===== src/assert_macros.svh =====
// Assertion macros used by gf2_poly_inverse.
`ifndef ASSERT_MACROS_SVH
`define ASSERT_MACROS_SVH
`ifndef SYNTHESIS
// Antecedent implies consequent in the same cycle.
`define ASSERT_IMPL(lbl, clk_s, rstn_s, ante, cons) \
    lbl: assert property (@(posedge clk_s) disable iff (!rstn_s) (ante) |-> (cons)) \
        else $error("assertion failed");
// Antecedent implies consequent a fixed number of cycles later.
`define ASSERT_DELAY(lbl, clk_s, rstn_s, ante, n, cons) \
    lbl: assert property (@(posedge clk_s) disable iff (!rstn_s) (ante) |-> ##n (cons)) \
        else $error("assertion failed");
`else
`define ASSERT_IMPL(lbl, clk_s, rstn_s, ante, cons)
`define ASSERT_DELAY(lbl, clk_s, rstn_s, ante, n, cons)
`endif
`endif


===== src/gpi_pkg.sv =====
// ---------------------------------------------------------------------------
// gpi_pkg
// Shared types for the GF(2) polynomial inverse pipeline.
// ---------------------------------------------------------------------------
`default_nettype none
package gpi_pkg;

    // Control that travels with each item through the pipeline.
    typedef struct packed {
        logic valid;
        logic fail;
    } stage_ctl_t;

endpackage
`default_nettype wire


===== src/gpi_step.sv =====
// ---------------------------------------------------------------------------
// gpi_step
// One registered Euclid reduction step: the pair is ordered by degree and the
// lower one, shifted to align leading terms, is XORed into the higher one.
// The Bezout coefficients follow the same operation.
// ---------------------------------------------------------------------------
`default_nettype none
module gpi_step
    import gpi_pkg::*;
#(
    parameter int W = 9
) (
    input  wire logic         clk,
    input  wire logic         rst_n,
    input  stage_ctl_t        ctl_in,
    input  wire logic [W-1:0] a_in,
    input  wire logic [W-1:0] b_in,
    input  wire logic [W-1:0] sa_in,
    input  wire logic [W-1:0] sb_in,
    output stage_ctl_t        ctl_out,
    output logic      [W-1:0] a_out,
    output logic      [W-1:0] b_out,
    output logic      [W-1:0] sa_out,
    output logic      [W-1:0] sb_out
);

    localparam int DW = (W > 1) ? $clog2(W) : 1;

    function automatic logic [DW-1:0] deg_of(input logic [W-1:0] p);
        logic [DW-1:0] d;
        d = '0;
        for (int i = 0; i < W; i++) begin
            if (p[i]) begin
                d = DW'(i);
            end
        end
        return d;
    endfunction

    stage_ctl_t    ctl_reg;
    logic [W-1:0]  a_reg, b_reg, sa_reg, sb_reg;
    logic [W-1:0]  a_next, b_next, sa_next, sb_next;
    logic [W-1:0]  hi, lo, shi, slo;
    logic [DW-1:0] da, db, dh, dl, sh;
    logic          swap;

    always_comb
    begin
        da   = deg_of(a_in);
        db   = deg_of(b_in);
        // A zero on top always moves down so the nonzero one leads.
        swap = (a_in == '0) || ((b_in != '0) && (db > da));
        hi   = swap ? b_in  : a_in;
        lo   = swap ? a_in  : b_in;
        shi  = swap ? sb_in : sa_in;
        slo  = swap ? sa_in : sb_in;
        dh   = swap ? db : da;
        dl   = swap ? da : db;
        sh   = dh - dl;
        a_next  = hi;
        sa_next = shi;
        if (lo != '0) begin
            a_next  = hi ^ (lo << sh);
            sa_next = shi ^ (slo << sh);
        end
        b_next  = lo;
        sb_next = slo;
    end

    always_ff @(posedge clk or negedge rst_n)
    begin
        if (!rst_n) begin
            ctl_reg <= '0;
        end else begin
            ctl_reg <= ctl_in;
        end
    end

    always_ff @(posedge clk)
    begin
        a_reg  <= a_next;
        b_reg  <= b_next;
        sa_reg <= sa_next;
        sb_reg <= sb_next;
    end

    assign ctl_out = ctl_reg;
    assign a_out   = a_reg;
    assign b_out   = b_reg;
    assign sa_out  = sa_reg;
    assign sb_out  = sb_reg;

endmodule
`default_nettype wire


===== src/gf2_poly_inverse.sv =====
// ---------------------------------------------------------------------------
// gf2_poly_inverse
// Inverse of a binary polynomial modulo a programmable modulus by a pipeline
// of extended Euclid reduction steps.
// ---------------------------------------------------------------------------
//  channel   | signals                          | transfer when
//  input     | start, busy, operand             | start && !busy
//  result    | done, inverse_poly, no_inverse   | done (one cycle)
//  config    | cfg_valid, cfg_ready, modulus_poly | cfg_valid && cfg_ready
//
// An item may enter every cycle. The entry register loads at the transfer edge,
// the 2*DEGREE reduction stages follow, and the result register then raises done.
// Each stage lowers the degree sum by at least one while both polynomials are
// nonzero, which sets the 2*DEGREE stage count.
// busy stays low and the receiver cannot stall.
// Reset clears the valid bits and loads the modulus x^8+x^4+x^3+x+1.
// ---------------------------------------------------------------------------
`default_nettype none
`include "assert_macros.svh"
module gf2_poly_inverse
    import gpi_pkg::*;
#(
    parameter int DEGREE = 8
) (
    input  wire logic              clk,
    input  wire logic              rst_n,
    input  wire logic              start,
    output logic                   busy,
    input  wire logic [DEGREE-1:0] operand,
    output logic                   done,
    output logic      [DEGREE-1:0] inverse_poly,
    output logic                   no_inverse,
    input  wire logic              cfg_valid,
    output logic                   cfg_ready,
    input  wire logic [DEGREE:0]   modulus_poly
);

    localparam int W       = DEGREE + 1;
    localparam int NSTEP   = 2 * DEGREE;
    localparam int LATENCY = NSTEP + 2;
    localparam logic [W-1:0] MOD_RESET = W'(283);

    logic [W-1:0] mod_reg;
    logic         accept;

    stage_ctl_t   ctl   [NSTEP+1];
    logic [W-1:0] a_s   [NSTEP+1];
    logic [W-1:0] b_s   [NSTEP+1];
    logic [W-1:0] sa_s  [NSTEP+1];
    logic [W-1:0] sb_s  [NSTEP+1];

    stage_ctl_t   ctl_reg;
    logic [W-1:0] a_reg, b_reg;
    logic         done_reg, fail_reg;
    logic [DEGREE-1:0] inv_reg;
    logic         fail_next;
    logic         gcd_in_a, gcd_in_b;

    assign busy      = 1'b0;
    assign cfg_ready = 1'b1;
    assign accept    = start && !busy;

    always_ff @(posedge clk or negedge rst_n)
    begin
        if (!rst_n) begin
            mod_reg <= MOD_RESET;
        end else if (cfg_valid && cfg_ready) begin
            mod_reg <= modulus_poly;
        end
    end

    // Entry stage: a modulus of zero or one never yields an inverse.
    always_ff @(posedge clk or negedge rst_n)
    begin
        if (!rst_n) begin
            ctl_reg <= '0;
        end else begin
            ctl_reg.valid <= accept;
            ctl_reg.fail  <= (mod_reg[W-1:1] == '0);
        end
    end

    always_ff @(posedge clk)
    begin
        a_reg <= mod_reg;
        b_reg <= {1'b0, operand};
    end

    assign ctl[0]  = ctl_reg;
    assign a_s[0]  = a_reg;
    assign b_s[0]  = b_reg;
    assign sa_s[0] = '0;
    assign sb_s[0] = W'(1);

    for (genvar k = 0; k < NSTEP; k++) begin : g_step
        gpi_step #(.W(W)) u_step (
            .clk     (clk),
            .rst_n   (rst_n),
            .ctl_in  (ctl[k]),
            .a_in    (a_s[k]),
            .b_in    (b_s[k]),
            .sa_in   (sa_s[k]),
            .sb_in   (sb_s[k]),
            .ctl_out (ctl[k+1]),
            .a_out   (a_s[k+1]),
            .b_out   (b_s[k+1]),
            .sa_out  (sa_s[k+1]),
            .sb_out  (sb_s[k+1])
        );
    end

    // The last step may leave the gcd in either slot with zero in the other.
    assign gcd_in_a  = (a_s[NSTEP] == W'(1)) && (b_s[NSTEP] == '0);
    assign gcd_in_b  = (a_s[NSTEP] == '0) && (b_s[NSTEP] == W'(1));
    assign fail_next = ctl[NSTEP].fail || !(gcd_in_a || gcd_in_b);

    always_ff @(posedge clk or negedge rst_n)
    begin
        if (!rst_n) begin
            done_reg <= 1'b0;
        end else begin
            done_reg <= ctl[NSTEP].valid;
        end
    end

    always_ff @(posedge clk)
    begin
        fail_reg <= fail_next;
        if (fail_next) begin
            inv_reg <= '0;
        end else if (gcd_in_a) begin
            inv_reg <= sa_s[NSTEP][DEGREE-1:0];
        end else begin
            inv_reg <= sb_s[NSTEP][DEGREE-1:0];
        end
    end

    assign done         = done_reg;
    assign no_inverse   = fail_reg;
    assign inverse_poly = inv_reg;

    `ASSERT_DELAY(a_latency, clk, rst_n, start && !busy, LATENCY, done)
    `ASSERT_IMPL(a_fail_zero, clk, rst_n, done && no_inverse, inverse_poly == '0)

endmodule
`default_nettype wire

===== config.mk =====
export PLATFORM = sky130hd
export DESIGN_NAME = gf2_poly_inverse
export DESIGN_NICKNAME = d
export VERILOG_FILES = /design/src/gpi_pkg.sv /design/src/gpi_step.sv /design/src/gf2_poly_inverse.sv
export VERILOG_INCLUDE_DIRS = /design/src /design/src/src
export SDC_FILE = /design/constraint.sdc
export NUM_CORES = 2
export LEC_CHECK = 0
export BUFFER_PORTS_ARGS = -buffer_cell sky130_fd_sc_hd__buf_2
export CAP_MARGIN = 20
export CORE_ASPECT_RATIO = 0.9
export CORE_UTILIZATION = 50
export CTS_CLUSTER_SIZE = 28
export DETAILED_ROUTE_END_ITERATION = 12
export HOLD_SLACK_MARGIN = 0.12
export PLACE_DENSITY = 0.7
export SLEW_MARGIN = 20
export SYNTH_ARGS = -nofsm -noshare
export SYNTH_HDL_FRONTEND = slang
export SYNTH_SLANG_ARGS = --single-unit

===== constraint.sdc =====
create_clock -name clk -period 5.5 [get_ports clk]
set_input_delay 0 -clock clk [delete_from_list [all_inputs] [get_ports clk]]
set_output_delay 0 -clock clk [all_outputs]
set_load 0.01 [all_outputs]

==> run summary <==
In this run the tool buffered the top-level ports with 30 buffer cells. The total count of max-transition violations in the final report came out at 0. The checks that failed: DRC.

Among all stages on the critical path, the largest delay is contributed by ha_1. The compound-cell area share of the yosys netlist came out at 14.6%. The number of buffers created by CTS is 61.

The number of nets at the end of the flow is 4,361. Measured along the x axis, the die boundary spans 288 um. The flow ran to the end, but the final reports show violations. The largest family of logic cells by synthesized area is multiplexers. The cell count of the worst reg-to-reg path is 15. The H-tree was split into 2 levels. The number of global-route vias before repair is 28,700. The clock sink count came out at 607. The maximum buffer depth of the clock tree is 3.

The highest layer touched by signal routing is met4. The worst hold path cell count came out at 0. The core region is 73,000 um^2.

The mean area per synthesized cell came out at 8.76 um^2. Setup repair after global routing left no endpoint under its margin. For this run, the detailed router's first-pass iteration total came to 10. The final routed DRC violation total came out at 8.

Static timing analysis puts the maximum clock frequency at 211 MHz. STA classifies the critical path startpoint as a flop. The smallest hold slack is 0.347 ns. The worst stage delay on the critical path is 0.57 ns.

Summed over all failing endpoints, the final setup total negative slack is 0 ns. The CTS clock-pin slew for the worst setup and hold paths came out at 0.06 ns. The detailed router placed 30,700 vias in this run. The number of cell rows came out at 94. The sequential share of the synthesized area is 33.5%. The top fanout value on the critical path is 15. In the detailed route, the total length drawn on met2 is 42,200 um.

The wire-length estimate of the detail-placed layout is 67,500 um. The post-CTS setup repair buffer count is 0. CTS placed an instance of clkbuf_16 at the clock tree root. The die area is 74,900 um^2.

The aggregate global-route resource usage is 23.7%. The fraction of layout cells with a size suffix above 1 came out at 10.1%. At the pin with the least slew margin, the transition time is 1.04 ns. The relative slew slack is 29.9%. The initial utilization of the core area, before any placement, comes to 50.5%. The routed wire length per instance is 17.3 um. The fraction of the mapped netlist area in simple logic gates came out at 17.3%.

33 I/O pins were placed. The flop and latch count out of synthesis is 607. In the final layout, the multi-input gates occupy 22,700 um^2. By instance count, the cell type seen most on the critical path is ha_1.

After technology mapping, the gate count stands at 4,212. The share of the clock period used by the worst path came out at 86.0%. The clock latency reported for the late side of the worst-skew pair came out at 0.65 ns. In the synthesized netlist the dominant register cell turns out to be dfxtp_1. The amount of wire on met3 after detailed routing came out at 4970 um. The filler cells instantiated in the layout total 6,527.

The data arrival time at the worst-slack endpoint is 5.24 ns. The count of unique library cells instantiated by Yosys is 109. The count of final hold-check violations is 0. The total area of sequential cells came out at 12,400 um^2.

In the final routing, the length of wire on met1 measures 42,100 um. In this run the cell area of the synthesized design comes to 36,900 um^2. The synthesized netlist devotes 6.66% of its cell area to XOR and XNOR gates. The initial antenna violation count came to 0.

The last weighted congestion value of the routability-driven placer is 0.931. The total of warnings raised by yosys is 0. The total placed instance area came out at 38,100 um^2. In this run the worst hold path is classified as reg2reg. The final layout contains routed wiring with a total length of 91,000 um.

The async set-reset flop share out of synthesis came out at 7.25%. Once placement completed, the tool counted placed cells totaling 5,096. Max-cap violations in this run came to 0.

From bottom edge to top edge, the die measures 260 um. The area share of fa/ha/maj cells after synthesis is 3.22%. The kind of critical path is reg2reg.

The largest net degree at the start of global routing came out at 40. The total grt overflow is 0. TritonCTS built the clock tree.

The worst setup path is captured at a flop. Setup violations remaining at the end of the flow were counted as 0. The number of DRC markers after the initial detailed-route iteration came out at 2,527.

The count of nets left with antenna violations after detail routing came out at 0. The synthesized design contains 0 enable-type register cells. The via density per instance is 5.85. The post-layout instance count excluding filler cells is 5,256. The worst endpoint required time is 6.01 ns. Of the post-synthesis cell area, the part taken by muxes is 19.5%. The wire length of the first global-routing pass came out at 148,000 um.

The clock tree skew after final layout is 0.0248 ns. The shortest period the worst path allows came out at 4.73 ns. The summed area of non-filler cells in the final layout came out at 40,800 um^2. The synthesis-to-finish area growth is 10.5%. The signal on the critical path passes through nor4_1 -> nor2_1 -> ha_1 -> and4b_1 -> a211oi_1 -> o21ai_4 -> nand3b_1 -> mux2_2 -> ha_1 -> inv_1 -> nand2_1 -> o22ai_1 -> or3_1 -> a211o_1 -> xor2_1.
## synthesized netlist by cell type, types with 22 or more instances
library cell,n,share of area (%)
a211oi_1,33,0.67
a21oi_1,182,2.5
a31oi_1,31,0.53
and2_1,47,0.80
and3_1,35,0.59
buf_2,42,0.57
clkbuf_1,114,1.2
dfrtp_1,39,2.6
dfxtp_1,563,31
ha_1,95,3.2
inv_1,291,3.0
mux2_2,74,2.3
mux2i_1,509,14
mux4_2,57,3.5
nand2_1,365,3.7
nand2b_1,35,0.59
nand3_1,146,2.0
nor2_1,355,3.6
nor2b_1,40,0.68
nor3_1,107,1.5
nor4_1,50,0.85
o211a_1,22,0.60
o211ai_1,89,1.8
o21ai_0,146,2.0
o22ai_1,29,0.49
o31ai_1,33,0.67
or2_2,28,0.47
xnor2_1,111,2.6
xor2_1,164,3.9
## kinds of logic after synthesis
family,Yosys count
simple gates,1320
compound gates,790
mux,640
flops,607
buf+inv,480
xor+xnor,278
fa+ha+maj,95
other cells,2
## worst paths after layout
kind	from	end	slack, ns
max	g_step[6].u_step.b_out[7]	g_step[7].u_step.sa_out[7]	0.77
min	g_step[6].u_step.ctl_out[0]	g_step[7].u_step.ctl_out[0]	0.35
max reg2reg	g_step[6].u_step.b_out[7]	g_step[7].u_step.sa_out[7]	0.77
min reg2reg	g_step[6].u_step.ctl_out[0]	g_step[7].u_step.ctl_out[0]	0.35
max in group asynchronous	rst_n	mod_reg[2]	4.80
min in group asynchronous	rst_n	mod_reg[4]	0.48
## stage by stage
stage	worst slack [ns]	util, %
2_1_floorplan	0.930	-
3_3_place_gp	0.936	52.1
3_5_place_dp	0.882	52.1
4_1_cts	0.849	55.8
5_1_grt	0.280	55.8
6_report	0.771	55.8
## cell usage in the layout (no fill, tap or decap), types with 12 or more instances in the layout
cell	Yosys	layout
inv_1	291	291
nand2_1	365	365
mux4_2	57	57
or2_2	28	28
or3_1	15	15
mux2i_1	509	509
buf_2	42	30
nor2b_1	40	40
a22oi_1	15	15
xor2_1	164	164
nand4_1	19	19
a21o_1	12	12
o211ai_1	89	89
buf_4	6	74
o211a_1	22	22
and3_1	35	35
a31oi_1	31	31
o31ai_1	33	33
dlygate4sd3_1	0	45
nor3b_1	19	19
a211oi_1	33	33
o21a_1	19	19
nor2_1	355	355
a21oi_1	182	182
o21ai_0	146	146
xnor2_1	111	109
nor3_1	107	107
mux2_2	74	74
clkbuf_16	0	62
nand2b_1	35	35
and2_1	47	47
nand3_1	146	146
bufinv_16	0	12
ha_1	95	95
dfxtp_1	563	563
dfrtp_1	39	39
nor4_1	50	50
o22ai_1	29	29
## timing repair
item / 4_1_cts / 5_1_grt
hold endpoints to repair: 62 / 0
hold buffers: 46 / 0
resized for setup: 0 / 0
## routing by layer
metal,global-route usage (%),up-vias
met5,0,-
met4,5.61,0
met3,2.54,152
met2,39.6,977
met1,32.6,14500
li1,-,15100
## final cells by class
class,instances,area share [%]
multi-input cells,3126,55.6
clock buffers,79,4.18
clock inverters,34,1.31
repair buffers,150,2.88
well taps,960,2.94
inverters,299,2.75
flip-flops and latches,607,30.3
diodes,1,0.00614
## critical path: cells and delay by family (launching register included)
kind / cells / cell delay (ns)
flip-flops: 1 / 0.35
XOR/XNOR: 1 / 0.16
adder cells (fa/ha/maj): 2 / 0.96
AND/OR/NAND/NOR: 6 / 1.62
buffers and inverters: 1 / 0.17
multiplexers: 1 / 0.31
AO/OA/AOI/OAI: 4 / 1.02
Power is left out: the tool's default activity adds up to more than one toggle a clock period on the data nets, which glitch-free logic cannot reach.
